## config.mk

```make
export PLATFORM = sky130hd
export DESIGN_NAME = resistor_marking_code_encoder_top
export DESIGN_NICKNAME = d
export VERILOG_FILES = /design/src/sv/rmce_pkg.sv /design/src/sv/rmce_bin2bcd.sv /design/src/sv/rmce_code_gen.sv /design/src/sv/resistor_marking_code_encoder_top.sv
export SDC_FILE = /design/constraint.sdc
export NUM_CORES = 2
export LEC_CHECK = 0
export ABC_AREA = 1
export ABC_CLOCK_PERIOD_IN_PS = 6700
export BUFFER_PORTS_ARGS = -buffer_cell sky130_fd_sc_hd__buf_4
export CAP_MARGIN = 20
export CORE_MARGIN = 4
export CORE_UTILIZATION = 65
export DETAILED_ROUTE_END_ITERATION = 10
export HOLD_SLACK_MARGIN = 0.05
export PLACE_DENSITY_LB_ADDON = 0.05
export SYNTH_ARGS = -nofsm -noshare
export SYNTH_HDL_FRONTEND = slang
export SYNTH_SLANG_ARGS = --single-unit
```

## constraint.sdc

```tcl
create_clock -name clk -period 6.7 [get_ports clk]
set_clock_uncertainty 0.15 [all_clocks]
set_input_delay 1.005 -clock clk [delete_from_list [all_inputs] [get_ports clk]]
set_output_delay 1.005 -clock clk [all_outputs]
set_load 0.005 [all_outputs]
```

## src/sv/rmce_pkg.sv

```systemverilog
// Shared constants and types for the resistor marking code encoder.
// Used by rmce_bin2bcd, rmce_code_gen and resistor_marking_code_encoder_top.
// No dependencies.
package rmce_pkg;

    // Input range
    localparam int RES_W = 50;
    localparam logic [RES_W-1:0] RES_HIGH = 50'd999499999999999;

    // Decimal conversion: 15 digits cover every saturated input
    localparam int NUM_DIGITS     = 15;
    localparam int DIGIT_W        = 4;
    localparam int BITS_PER_STAGE = 8;
    localparam int BCD_STAGES     = 7;
    localparam int PAD_W          = BCD_STAGES * BITS_PER_STAGE;

    // Exponent limits of the band codes
    localparam logic [3:0] MAX_BAND_EXP = 4'd9;
    // Decade offsets: exponent starts at digit count minus these
    localparam logic [3:0] FOUR_BAND_OFS = 4'd5;
    localparam logic [3:0] FIVE_BAND_OFS = 4'd6;
    // Digit position of one ohm (milliohm input)
    localparam logic [3:0] OHM_POS = 4'd3;

    // Input register, BCD stages, decade, window, normalize stages
    localparam int PIPE_LATENCY = BCD_STAGES + 4;

    typedef logic [DIGIT_W-1:0] bcd_digit_t;
    typedef bcd_digit_t [NUM_DIGITS-1:0] bcd_word_t;
    typedef bcd_digit_t [3:0] bcd4_t;

    // Transaction leaving the decimal conversion pipeline
    typedef struct packed {
        logic      valid;
        bcd_word_t digits;
    } bcd_item_t;

    // Finished result transaction
    typedef struct packed {
        logic       valid;
        logic       code_valid;
        logic [3:0] four_band_first;
        logic [3:0] four_band_second;
        logic [3:0] four_band_mult;
        logic [3:0] five_band_first;
        logic [3:0] five_band_second;
        logic [3:0] five_band_third;
        logic [3:0] five_band_mult;
        logic       smd_r_form;
        logic [6:0] smd_lead;
        logic [3:0] smd_tail;
    } code_t;

endpackage

```

## src/sv/rmce_bin2bcd.sv

```systemverilog
// Pipelined binary to BCD converter (shift and add-3), eight bits per stage.
// Depends on rmce_pkg.
module rmce_bin2bcd
(
    input  logic                         clk,
    input  logic                         rst_n,
    input  logic                         in_valid,
    input  logic [rmce_pkg::RES_W-1:0]   in_value,
    output rmce_pkg::bcd_item_t          out
);

    logic [rmce_pkg::BCD_STAGES-1:0] vld_reg;
    logic [rmce_pkg::PAD_W-1:0]      bin_reg  [rmce_pkg::BCD_STAGES];
    logic [rmce_pkg::PAD_W-1:0]      bin_next [rmce_pkg::BCD_STAGES];
    rmce_pkg::bcd_word_t             bcd_reg  [rmce_pkg::BCD_STAGES];
    rmce_pkg::bcd_word_t             bcd_next [rmce_pkg::BCD_STAGES];

    // One shift-and-add-3 step: adjust every digit, then shift in one bit
    function automatic rmce_pkg::bcd_word_t dabble(input rmce_pkg::bcd_word_t b,
                                                   input logic bit_in);
        rmce_pkg::bcd_word_t                          t;
        logic [rmce_pkg::DIGIT_W*rmce_pkg::NUM_DIGITS:0] wide;
        t = b;
        for (int i = 0; i < rmce_pkg::NUM_DIGITS; i++)
        begin
            if (t[i] >= 4'd5)
            begin
                t[i] = t[i] + 4'd3;
            end
        end
        wide = {t, bit_in};
        return wide[rmce_pkg::DIGIT_W*rmce_pkg::NUM_DIGITS-1:0];
    endfunction

    for (genvar s = 0; s < rmce_pkg::BCD_STAGES; s++)
    begin : g_stage
        logic [rmce_pkg::PAD_W-1:0] bin_cur;
        rmce_pkg::bcd_word_t        bcd_cur;
        logic                       vld_cur;
        rmce_pkg::bcd_word_t        acc;

        if (s == 0)
        begin : g_first
            assign bin_cur = rmce_pkg::PAD_W'(in_value);
            assign bcd_cur = '0;
            assign vld_cur = in_valid;
        end
        else
        begin : g_rest
            assign bin_cur = bin_reg[s-1];
            assign bcd_cur = bcd_reg[s-1];
            assign vld_cur = vld_reg[s-1];
        end

        // Consume the top bits of the remaining binary word
        always_comb
        begin
            acc = bcd_cur;
            for (int i = 0; i < rmce_pkg::BITS_PER_STAGE; i++)
            begin
                acc = dabble(acc, bin_cur[rmce_pkg::PAD_W-1-i]);
            end
            bcd_next[s] = acc;
            bin_next[s] = bin_cur << rmce_pkg::BITS_PER_STAGE;
        end

        // Advance the valid bit
        always_ff @(posedge clk or negedge rst_n)
        begin
            if (!rst_n)
            begin
                vld_reg[s] <= 1'b0;
            end
            else
            begin
                vld_reg[s] <= vld_cur;
            end
        end

        // Advance the payload
        always_ff @(posedge clk)
        begin
            bin_reg[s] <= bin_next[s];
            bcd_reg[s] <= bcd_next[s];
        end
    end

    assign out.valid  = vld_reg[rmce_pkg::BCD_STAGES-1];
    assign out.digits = bcd_reg[rmce_pkg::BCD_STAGES-1];

endmodule

```

## src/sv/rmce_code_gen.sv

```systemverilog
// Decade detection, rounding and renormalization of the marking codes.
// Three register stages on decimal digits. Depends on rmce_pkg.
module rmce_code_gen
(
    input  logic                clk,
    input  logic                rst_n,
    input  rmce_pkg::bcd_item_t in,
    output rmce_pkg::code_t     out
);

    typedef struct packed {
        rmce_pkg::bcd4_t sig;
        logic [3:0]      exp;
    } norm_t;

    // Decade stage
    logic                digit_cnt;
    logic [3:0]          dcount;
    logic [3:0]          a_e4_next;
    logic [3:0]          a_e5_next;
    logic                a_vld_reg;
    rmce_pkg::bcd_word_t a_digits_reg;
    logic [3:0]          a_e4_reg;
    logic [3:0]          a_e5_reg;
    logic                a_nz_reg;

    // Window stage
    logic [3:0]          k4;
    logic [3:0]          k5;
    rmce_pkg::bcd4_t     b_c4_next;
    rmce_pkg::bcd4_t     b_c5_next;
    logic [3:0]          b_tenths_next;
    logic                b_vld_reg;
    rmce_pkg::bcd4_t     b_c4_reg;
    rmce_pkg::bcd4_t     b_c5_reg;
    logic [3:0]          b_e4_reg;
    logic [3:0]          b_e5_reg;
    logic                b_rform_reg;
    logic [3:0]          b_lead_reg;
    logic [3:0]          b_tenths_reg;
    logic                b_nz_reg;

    // Normalize stage
    norm_t               n4;
    norm_t               n5;
    logic [9:0]          lead_bin;
    rmce_pkg::code_t     code_next;
    logic                code_vld_reg;
    rmce_pkg::code_t     code_reg;

    // Round a three-digit window up by one, carrying into a fourth digit
    function automatic rmce_pkg::bcd4_t bcd_round(input rmce_pkg::bcd_digit_t d2,
                                                  input rmce_pkg::bcd_digit_t d1,
                                                  input rmce_pkg::bcd_digit_t d0,
                                                  input logic up);
        rmce_pkg::bcd4_t c;
        logic            carry;
        c     = {4'd0, d2, d1, d0};
        carry = up;
        for (int i = 0; i < 4; i++)
        begin
            if (carry)
            begin
                if (c[i] == 4'd9)
                begin
                    c[i] = 4'd0;
                end
                else
                begin
                    c[i]  = c[i] + 4'd1;
                    carry = 1'b0;
                end
            end
        end
        return c;
    endfunction

    // Drop a digit when too long, append a zero when too short
    function automatic norm_t renorm(input rmce_pkg::bcd4_t c, input logic [3:0] e,
                                     input logic three_digits);
        norm_t r;
        logic  big;
        logic  short;
        r.sig = c;
        r.exp = e;
        big   = (c[3] != 4'd0) || (!three_digits && (c[2] != 4'd0));
        if (big)
        begin
            r.sig = {4'd0, c[3], c[2], c[1]};
            r.exp = e + 4'd1;
        end
        short = (r.sig[3] == 4'd0) && (r.sig[2] == 4'd0)
                && (three_digits || (r.sig[1] == 4'd0));
        if (short)
        begin
            r.sig = {r.sig[2], r.sig[1], r.sig[0], 4'd0};
            if (r.exp != 4'd0)
            begin
                r.exp = r.exp - 4'd1;
            end
        end
        return r;
    endfunction

    function automatic logic [3:0] band_clamp(input logic [3:0] e);
        return (e > rmce_pkg::MAX_BAND_EXP) ? rmce_pkg::MAX_BAND_EXP : e;
    endfunction

    // Count significant digits and derive the starting exponents
    assign digit_cnt = (dcount != 4'd0);

    always_comb
    begin
        dcount = 4'd0;
        for (int i = 0; i < rmce_pkg::NUM_DIGITS; i++)
        begin
            if (in.digits[i] != 4'd0)
            begin
                dcount = 4'(i + 1);
            end
        end
        a_e4_next = 4'd0;
        if (dcount > rmce_pkg::FOUR_BAND_OFS)
        begin
            a_e4_next = band_clamp(dcount - rmce_pkg::FOUR_BAND_OFS);
        end
        a_e5_next = 4'd0;
        if (dcount > rmce_pkg::FIVE_BAND_OFS)
        begin
            a_e5_next = band_clamp(dcount - rmce_pkg::FIVE_BAND_OFS);
        end
    end

    // Select the digit windows and round half up
    assign k4 = a_e4_reg + rmce_pkg::OHM_POS;
    assign k5 = a_e5_reg + rmce_pkg::OHM_POS;

    always_comb
    begin
        b_c4_next = bcd_round(a_digits_reg[k4 + 4'd2], a_digits_reg[k4 + 4'd1],
                              a_digits_reg[k4], a_digits_reg[k4 - 4'd1] >= 4'd5);
        b_c5_next = bcd_round(a_digits_reg[k5 + 4'd2], a_digits_reg[k5 + 4'd1],
                              a_digits_reg[k5], a_digits_reg[k5 - 4'd1] >= 4'd5);
        // Tenths of R notation wrap to zero on a carry
        b_tenths_next = a_digits_reg[2] + {3'd0, a_digits_reg[1] >= 4'd5};
        if (b_tenths_next == 4'd10)
        begin
            b_tenths_next = 4'd0;
        end
    end

    // Renormalize and assemble the result
    assign n4       = renorm(b_c4_reg, b_e4_reg, 1'b0);
    assign n5       = renorm(b_c5_reg, b_e5_reg, 1'b1);
    assign lead_bin = 10'(n4.sig[2]) * 10'd100 + 10'(n4.sig[1]) * 10'd10
                      + 10'(n4.sig[0]);

    always_comb
    begin
        code_next = '0;
        code_next.valid = b_vld_reg;
        if (b_nz_reg)
        begin
            code_next.code_valid       = 1'b1;
            code_next.four_band_first  = n4.sig[1];
            code_next.four_band_second = n4.sig[0];
            code_next.four_band_mult   = band_clamp(n4.exp);
            code_next.five_band_first  = n5.sig[2];
            code_next.five_band_second = n5.sig[1];
            code_next.five_band_third  = n5.sig[0];
            code_next.five_band_mult   = band_clamp(n5.exp);
            code_next.smd_r_form       = b_rform_reg;
            if (b_rform_reg)
            begin
                code_next.smd_lead = {3'd0, b_lead_reg};
                code_next.smd_tail = b_tenths_reg;
            end
            else
            begin
                code_next.smd_lead = lead_bin[6:0];
                code_next.smd_tail = n4.exp;
            end
        end
    end

    // Advance the valid bits
    always_ff @(posedge clk or negedge rst_n)
    begin
        if (!rst_n)
        begin
            a_vld_reg    <= 1'b0;
            b_vld_reg    <= 1'b0;
            code_vld_reg <= 1'b0;
        end
        else
        begin
            a_vld_reg    <= in.valid;
            b_vld_reg    <= a_vld_reg;
            code_vld_reg <= b_vld_reg;
        end
    end

    // Advance the payload
    always_ff @(posedge clk)
    begin
        a_digits_reg <= in.digits;
        a_e4_reg     <= a_e4_next;
        a_e5_reg     <= a_e5_next;
        a_nz_reg     <= digit_cnt;

        b_c4_reg     <= b_c4_next;
        b_c5_reg     <= b_c5_next;
        b_e4_reg     <= a_e4_reg;
        b_e5_reg     <= a_e5_reg;
        b_rform_reg  <= (a_digits_reg[rmce_pkg::NUM_DIGITS-1:4] == '0);
        b_lead_reg   <= a_digits_reg[3];
        b_tenths_reg <= b_tenths_next;
        b_nz_reg     <= a_nz_reg;

        code_reg     <= code_next;
    end

    always_comb
    begin
        out       = code_reg;
        out.valid = code_vld_reg;
    end

endmodule

```

## src/sv/resistor_marking_code_encoder_top.sv

```systemverilog
// Top level of the resistor marking code encoder.
// Depends on rmce_pkg, rmce_bin2bcd and rmce_code_gen.
//
// Usage:
//   Drive resistance_milliohm and raise start; the transaction is accepted at
//   a rising edge where start is high and busy is low. busy is high only while
//   the block comes out of reset, so one transaction can be taken every cycle.
//   Each result is shown on the result ports for one cycle with done high and
//   is taken at the edge that ends that cycle; the receiver cannot stall, so
//   results are never held back.
// Pipeline and throughput:
//   The result of an accepted transaction passes through the input register,
//   seven binary-to-decimal stages of eight bits each, and three stages for
//   decade, rounding and renormalization. One transaction per cycle is
//   sustained.
// Reset:
//   rst_n clears all valid bits; transactions in flight are dropped.
// Inputs above the supported range saturate; a zero input returns
//   code_valid low with all fields zero.
module resistor_marking_code_encoder_top
(
    input  logic        clk,
    input  logic        rst_n,
    input  logic        start,
    output logic        busy,
    input  logic [49:0] resistance_milliohm,
    output logic        done,
    output logic        code_valid,
    output logic [3:0]  four_band_first,
    output logic [3:0]  four_band_second,
    output logic [3:0]  four_band_mult,
    output logic [3:0]  five_band_first,
    output logic [3:0]  five_band_second,
    output logic [3:0]  five_band_third,
    output logic [3:0]  five_band_mult,
    output logic        smd_r_form,
    output logic [6:0]  smd_lead,
    output logic [3:0]  smd_tail
);

    logic                         busy_reg;
    logic                         busy_next;
    logic                         accept;
    logic                         in_vld_reg;
    logic [rmce_pkg::RES_W-1:0]   in_m_reg;
    logic [rmce_pkg::RES_W-1:0]   m_sat;
    rmce_pkg::bcd_item_t          bcd_item;
    rmce_pkg::code_t              code;

    // Hold busy through reset release only
    assign busy_next = 1'b0;
    assign accept    = start && !busy_reg;

    // Saturate at the upper bound
    assign m_sat = (resistance_milliohm > rmce_pkg::RES_HIGH) ? rmce_pkg::RES_HIGH
                                                              : resistance_milliohm;

    always_ff @(posedge clk or negedge rst_n)
    begin
        if (!rst_n)
        begin
            busy_reg   <= 1'b1;
            in_vld_reg <= 1'b0;
        end
        else
        begin
            busy_reg   <= busy_next;
            in_vld_reg <= accept;
        end
    end

    // Capture the input transaction
    always_ff @(posedge clk)
    begin
        in_m_reg <= m_sat;
    end

    rmce_bin2bcd u_bin2bcd
    (
        .clk      (clk),
        .rst_n    (rst_n),
        .in_valid (in_vld_reg),
        .in_value (in_m_reg),
        .out      (bcd_item)
    );

    rmce_code_gen u_code_gen
    (
        .clk   (clk),
        .rst_n (rst_n),
        .in    (bcd_item),
        .out   (code)
    );

    // Drive the result ports from the output register
    assign busy             = busy_reg;
    assign done             = code.valid;
    assign code_valid       = code.code_valid;
    assign four_band_first  = code.four_band_first;
    assign four_band_second = code.four_band_second;
    assign four_band_mult   = code.four_band_mult;
    assign five_band_first  = code.five_band_first;
    assign five_band_second = code.five_band_second;
    assign five_band_third  = code.five_band_third;
    assign five_band_mult   = code.five_band_mult;
    assign smd_r_form       = code.smd_r_form;
    assign smd_lead         = code.smd_lead;
    assign smd_tail         = code.smd_tail;

    // Every accepted transaction comes out after the pipeline latency
    a_latency: assert property (@(posedge clk) disable iff (!rst_n)
        accept |-> ##(rmce_pkg::PIPE_LATENCY) done)
        else $error("result missing after pipeline latency");

    // An invalid code carries all-zero fields
    a_zero_fields: assert property (@(posedge clk) disable iff (!rst_n)
        (done && !code_valid) |-> (four_band_first == 4'd0 && four_band_mult == 4'd0
            && five_band_first == 4'd0 && five_band_mult == 4'd0
            && !smd_r_form && smd_lead == 7'd0 && smd_tail == 4'd0))
        else $error("invalid code with nonzero fields");

    // Band digits and multipliers stay decimal
    a_band_range: assert property (@(posedge clk) disable iff (!rst_n)
        done |-> (four_band_first <= 4'd9 && four_band_second <= 4'd9
            && four_band_mult <= 4'd9 && five_band_first <= 4'd9
            && five_band_second <= 4'd9 && five_band_third <= 4'd9
            && five_band_mult <= 4'd9))
        else $error("band field out of decimal range");

    // SMD digit form always has two significant digits
    a_smd_digits: assert property (@(posedge clk) disable iff (!rst_n)
        (done && code_valid && !smd_r_form) |->
            (smd_lead >= 7'd10 && smd_lead <= 7'd99 && smd_tail <= 4'd10))
        else $error("SMD digit form out of range");

    // SMD R notation holds whole ohms and tenths below ten
    a_smd_rform: assert property (@(posedge clk) disable iff (!rst_n)
        (done && smd_r_form) |-> (code_valid && smd_lead <= 7'd9 && smd_tail <= 4'd9))
        else $error("SMD R notation out of range");

endmodule
```

Word-level counts from Yosys, hierarchy flattened
Memory sizes are Yosys's and may differ from the RTL's.
Index checks and enable logic that the tools add are counted.
{"block": "word_totals", "reg_bits": 216, "latchBits": 0, "ramBits": 756, "mem_bits_ro": 0, "in_bits": 53, "output_inout_bits": 43, "n_memories": 2}
{"block": "op_classes", "n_addsub": 744, "mul": 2, "n_div": 0, "order_cmp": 739, "eq_ne": 7, "n_shift": 0, "n_mux": 790, "bitwise_logic": 3, "reduce_logical": 39}
{"memory": "u_bin2bcd.bcd_reg", "depth": 7, "word_bits": 60, "read_ports": 7, "rd_clocked_by_memory_dff": 0, "write_ports": 7, "line_no": "rmce_bin2bcd.sv:15", "rtl": "rmce_pkg::bcd_word_t bcd_reg [rmce_pkg::BCD_STAGES];"}
{"memory": "u_bin2bcd.bin_reg", "depth": 7, "word_bits": 48, "read_ports": 6, "rd_clocked_by_memory_dff": 0, "write_ports": 7, "line_no": "rmce_bin2bcd.sv:13", "rtl": "logic [rmce_pkg::PAD_W-1:0] bin_reg [rmce_pkg::BCD_STAGES];"}
{"operator": "$ge 4x3->1 const B", "count": 723}
{"operator": "$mux 4", "count": 712}
{"operator": "$add 4x2->4 const B", "count": 676}
{"operator": "$mux 3", "count": 49}
{"operator": "$add 3x2->3 const B", "count": 48}
{"operator": "$bmux 4 s4", "count": 8}
{"operator": "$reduce_bool 4->1", "count": 21}
{"operator": "$gt 50x50->1 const B", "count": 1}
{"operator": "$logic_not 44->1", "count": 1}
{"operator": "$mux 41", "count": 1}
{"operator": "$add 4x1->4 const B", "count": 10}
{"operator": "$lt 4x5->1 const B", "count": 8}
{"operator": "$mux 17", "count": 2}
{"operator": "$mux 16", "count": 2}
{"operator": "$eq 4x4->1 const B", "count": 7}
{"operator": "$logic_not 4->1", "count": 5}
{"operator": "$gt 4x4->1 const B", "count": 4}
{"operator": "$sub 4x1->4 const B", "count": 4}
{"operator": "$mux 1", "count": 15}
{"operator": "$reduce_or 2->1", "count": 6}
{"operator": "$mux 11", "count": 1}
{"operator": "$gt 4x3->1 const B", "count": 2}
{"operator": "$sub 4x3->4 const B", "count": 2}
{"operator": "$add 7x4->7", "count": 1}
{"operator": "other kinds (10)", "count": 15}

Depth between registers and ports, before layout
An unclocked memory read counts as a cell.
{"block": "depth", "ltp_word": 20, "ltp_mapped": 50, "depth_no_buf": 50}

By module
From an unflattened synthesis, not the netlist that was laid out.
{"block": "hier_totals", "hier_cells": 9610, "area_unflattened_um2": 59383.2}
{"mod": "rmce_bin2bcd", "n_inst": 1, "cells_per_inst": 7958, "area_per_inst_um2": 47852.1, "seq_area_each_um2": 8182.8}
{"mod": "rmce_code_gen", "n_inst": 1, "cells_per_inst": 1412, "area_per_inst_um2": 9562.9, "seq_area_each_um2": 3158.0}
{"mod": "resistor_marking_code_encoder_top", "n_inst": 1, "cells_per_inst": 240, "area_per_inst_um2": 1968.1, "seq_area_each_um2": 1052.3}

Worst setup path after synthesis
Ideal clock, no wire load.
{"block": "synth_timing", "kind": "register -> register", "from": "mem u_bin2bcd.bcd_reg[0][0] (netlist bit)", "to": "mem u_bin2bcd.bcd_reg[1][5] (netlist bit)", "arrival_ns": 5.565, "setup_slack_ns": 0.856, "stages_incl_launch_ff": 43, "synth_period_minus_slack_ns": 5.844, "cell_sequence": "dfxtp_1 > inv_1 > ha_1 > o21ai_2 > xor2_1 > ha_1 > inv_1 > o21ai_1 > nand2_1 > xor2_1 > inv_1 > ha_1 > inv_1 > o21ai_1 > nor2_1 > nand3_1 > nand2_1 > inv_1 > [7 not listed] > ha_1 > a21oi_1 > inv_1 > nand2_1 > inv_1 > xor2_1 > inv_1 > ha_1 > inv_1 > o21ai_0 > nand2_1 > inv_1 > xor2_1 > ha_1 > inv_1 > o21ai_0 > nand2_1 > xor2_1"}
{"item": "start: declaration", "line_no": "rmce_bin2bcd.sv:15"}

==> flow_metrics.tcl <==
set metrics [dict create \
    tightestPinTransition_ns 0.970 \
    hp-class "flip-flop to flip-flop" \
    critPathRequiredTime_ns 7.05 \
    r2r-start "u_bin2bcd.bcd_reg[0][0]" \
    yosysTopAreaCellShare_pct 20.3 \
    outcome "finished clean" \
    rrSetupSlack_ns 0.56 \
    grt_pass1_wl_um 217000 \
    start_util_pct 65.8 \
    die_x_um 310 \
    slew_viol_final 0 \
    finalCritPeriodShare_pct 91.7 \
    ctsHtreeMaxLevel 3 \
    rows 110 \
    grt_usage_pct 25.0 \
    synthCells 9527 \
    drtIter0Drc 2943 \
    drt-total-wl_um 121000 \
    critPathBufInv 14 \
    antenna_found_initial 1 \
    cp-startpoint "u_bin2bcd.bcd_reg[0][0]" \
    syn_area_mm2 0.0595 \
    antenna_cells 0 \
    maxSlewHeadroom_pct 35.4 \
    clock_latency_ns 0.66 \
    viasPerCell 5.28 \
    ant_nets 0 \
    fin_crit_ns 6.14 \
    final_cell_mix "nand2_1, inv_1, nand3_1" \
    gp_congestion 0.954 \
    root_buffer "clkbuf_16" \
    cp_common_cell "inv_1" \
    yosysSeqAreaShare_pct 20.8 \
    vias 57381 \
    cp-end-kind "flip-flop" \
    slowest_stage "dfxtp_2" \
    cp_top_family "adder cells" \
    cp_max_fo 4 \
    port_buffers 95 \
    nets 10091 \
    synth_largest_area_cell "dfxtp_1" \
    ys_ff_latch 616 \
    clock.fmax_ghz 0.163 \
    final_common_cell "nand2_1" \
    cts_tree "done" \
    largest_reg_flops 232 \
    synth_flop_cell "dfxtp_1" \
    dpl_worst_slack_ns 0.0801 \
    fin_tns_setup_ns 0 \
    hpwl_um 95900 \
    crit_arrival_ns 6.49 \
    start_kind "flip-flop" \
    core_mm2 0.0904 \
    setup_viol_count_final 0 \
    grt_max_degree 121 \
    dieArea_mm2 0.0964 \
    syn_to_final_growth_pct 7.79 \
    synth_cell_type_count 72 \
    cap_violations 0 \
    dr.pass1.iters 6 \
    syn_area_per_cell_um2 6.24 \
    cts.clk_slew.worst_paths_ns 0.06 \
    clock_path_buffers 3 \
    fill_cells 7762 \
    synth_top_cells_by_area "dfxtp_1, nand2_1, inv_1" \
    cts_num_sinks 616 \
    drc 0 \
    hold_violations 0 \
    synth-edff-count 0 \
    timing.final.ws_setup_ns 0.557 \
    path_class "flip-flop to flip-flop" \
    grt_overflow 0 \
    fp.dieH_um 310 \
    max_stage_delay_ns 0.36 \
    drive_gt1_share_pct 14.6 \
    numCtsBuffers 70 \
    wl_per_cell_um 11.1 \
    synth_warnings 0 \
    num_io_pins 96 \
    min_from "in_m_reg[45]" \
    grt_pass1_vias 53154 \
    synthArstFlopShare_pct 1.95 \
]
per-layer routing:
metal  part of all wire [%]  track usage, %  vias to the layer above
met3                    3.5            3.06                      203
met4                    2.4            6.67                        0
met1                     46            30.0                    25398
li1                       -               -                    31068
met2                     48            47.1                      712
met5                      0               0                        -
worst paths after layout:
path,end,depth (start not counted)
worst max-delay path,u_bin2bcd.bcd_reg[1][5],42
max in group asynchronous,busy,2
worst max register to register,u_bin2bcd.bcd_reg[1][5],42
min in group asynchronous,u_code_gen.code_vld_reg,2
worst min-delay path,u_bin2bcd.bin_reg[0][45],0
worst min register to register,u_bin2bcd.bin_reg[0][45],0
synth_stat cells, drive strengths merged, types with 15 or more instances:
| master | n |
|---|---|
| or2 | 29 |
| nor3 | 26 |
| nor2 | 202 |
| nor4 | 30 |
| nand2 | 3592 |
| ha | 392 |
| o211ai | 16 |
| a21o | 107 |
| dfxtp | 604 |
| nand3 | 1188 |
| nand4 | 418 |
| xor2 | 145 |
| and2 | 140 |
| o21bai | 15 |
| nand3b | 55 |
| o21ai | 553 |
| a31o | 35 |
| xnor2 | 30 |
| clkbuf | 62 |
| a21oi | 165 |
| inv | 1610 |
repair_timing:
action	in CTS	in global routing
endpoints found under the setup margin	0	17
hold buffers	1	0
setup buffers	0	2
hold endpoints to repair	11	0
resized for setup	0	36
worst reg2reg max path: cells and delay by family, from the launching register on:
family | cells | cell delay [ns]
adder cells (fa/ha/maj) | 8 | 1.59
XOR/XNOR | 6 | 1.17
buffers and inverters | 14 | 1.10
AO/OA/AOI/OAI | 7 | 1.08
AND/OR/NAND/NOR | 7 | 0.59
flip-flops | 1 | 0.36
through the flow:
stage / hold slack, ns / utilization [%] / area (µm²) / std cells
floorplan: 0.160 / - / 59500 / 9530
global placement: 0.161 / 68.0 / 61500 / 10743
detailed placement: 0.162 / 68.0 / 61500 / 10743
CTS: 0.155 / 70.7 / 63900 / 10872
global route: 0.166 / 70.9 / 64100 / 10874
finish: 0.147 / 70.9 / 64100 / 10874
kinds of logic after synthesis:
group / synth area share (%)
muxes: 0.170
AOI/OAI and AO/OA: 10.0
xor gates and xnor gates: 2.91
adders and majority gates: 8.38
buffers and inverters: 10.7
DFF: 20.8
and+or+nand+nor: 47.0
other: 0.00630
layout make-up:
| cell class | instances | area [µm²] | share of cell area, % |
|---|---|---|---|
| multi-input cells | 7228 | 40900 | 63.8 |
| clock buffers | 93 | 1960 | 3.05 |
| clock inverters | 35 | 470 | 0.734 |
| well taps | 1176 | 1470 | 2.30 |
| repair buffers | 108 | 813 | 1.27 |
| flip-flops and latches | 616 | 12400 | 19.3 |
| inverters | 1618 | 6080 | 9.48 |
Power is not shown: default switching activity piles up to over one toggle a cycle in this logic, so the estimate is an artifact.
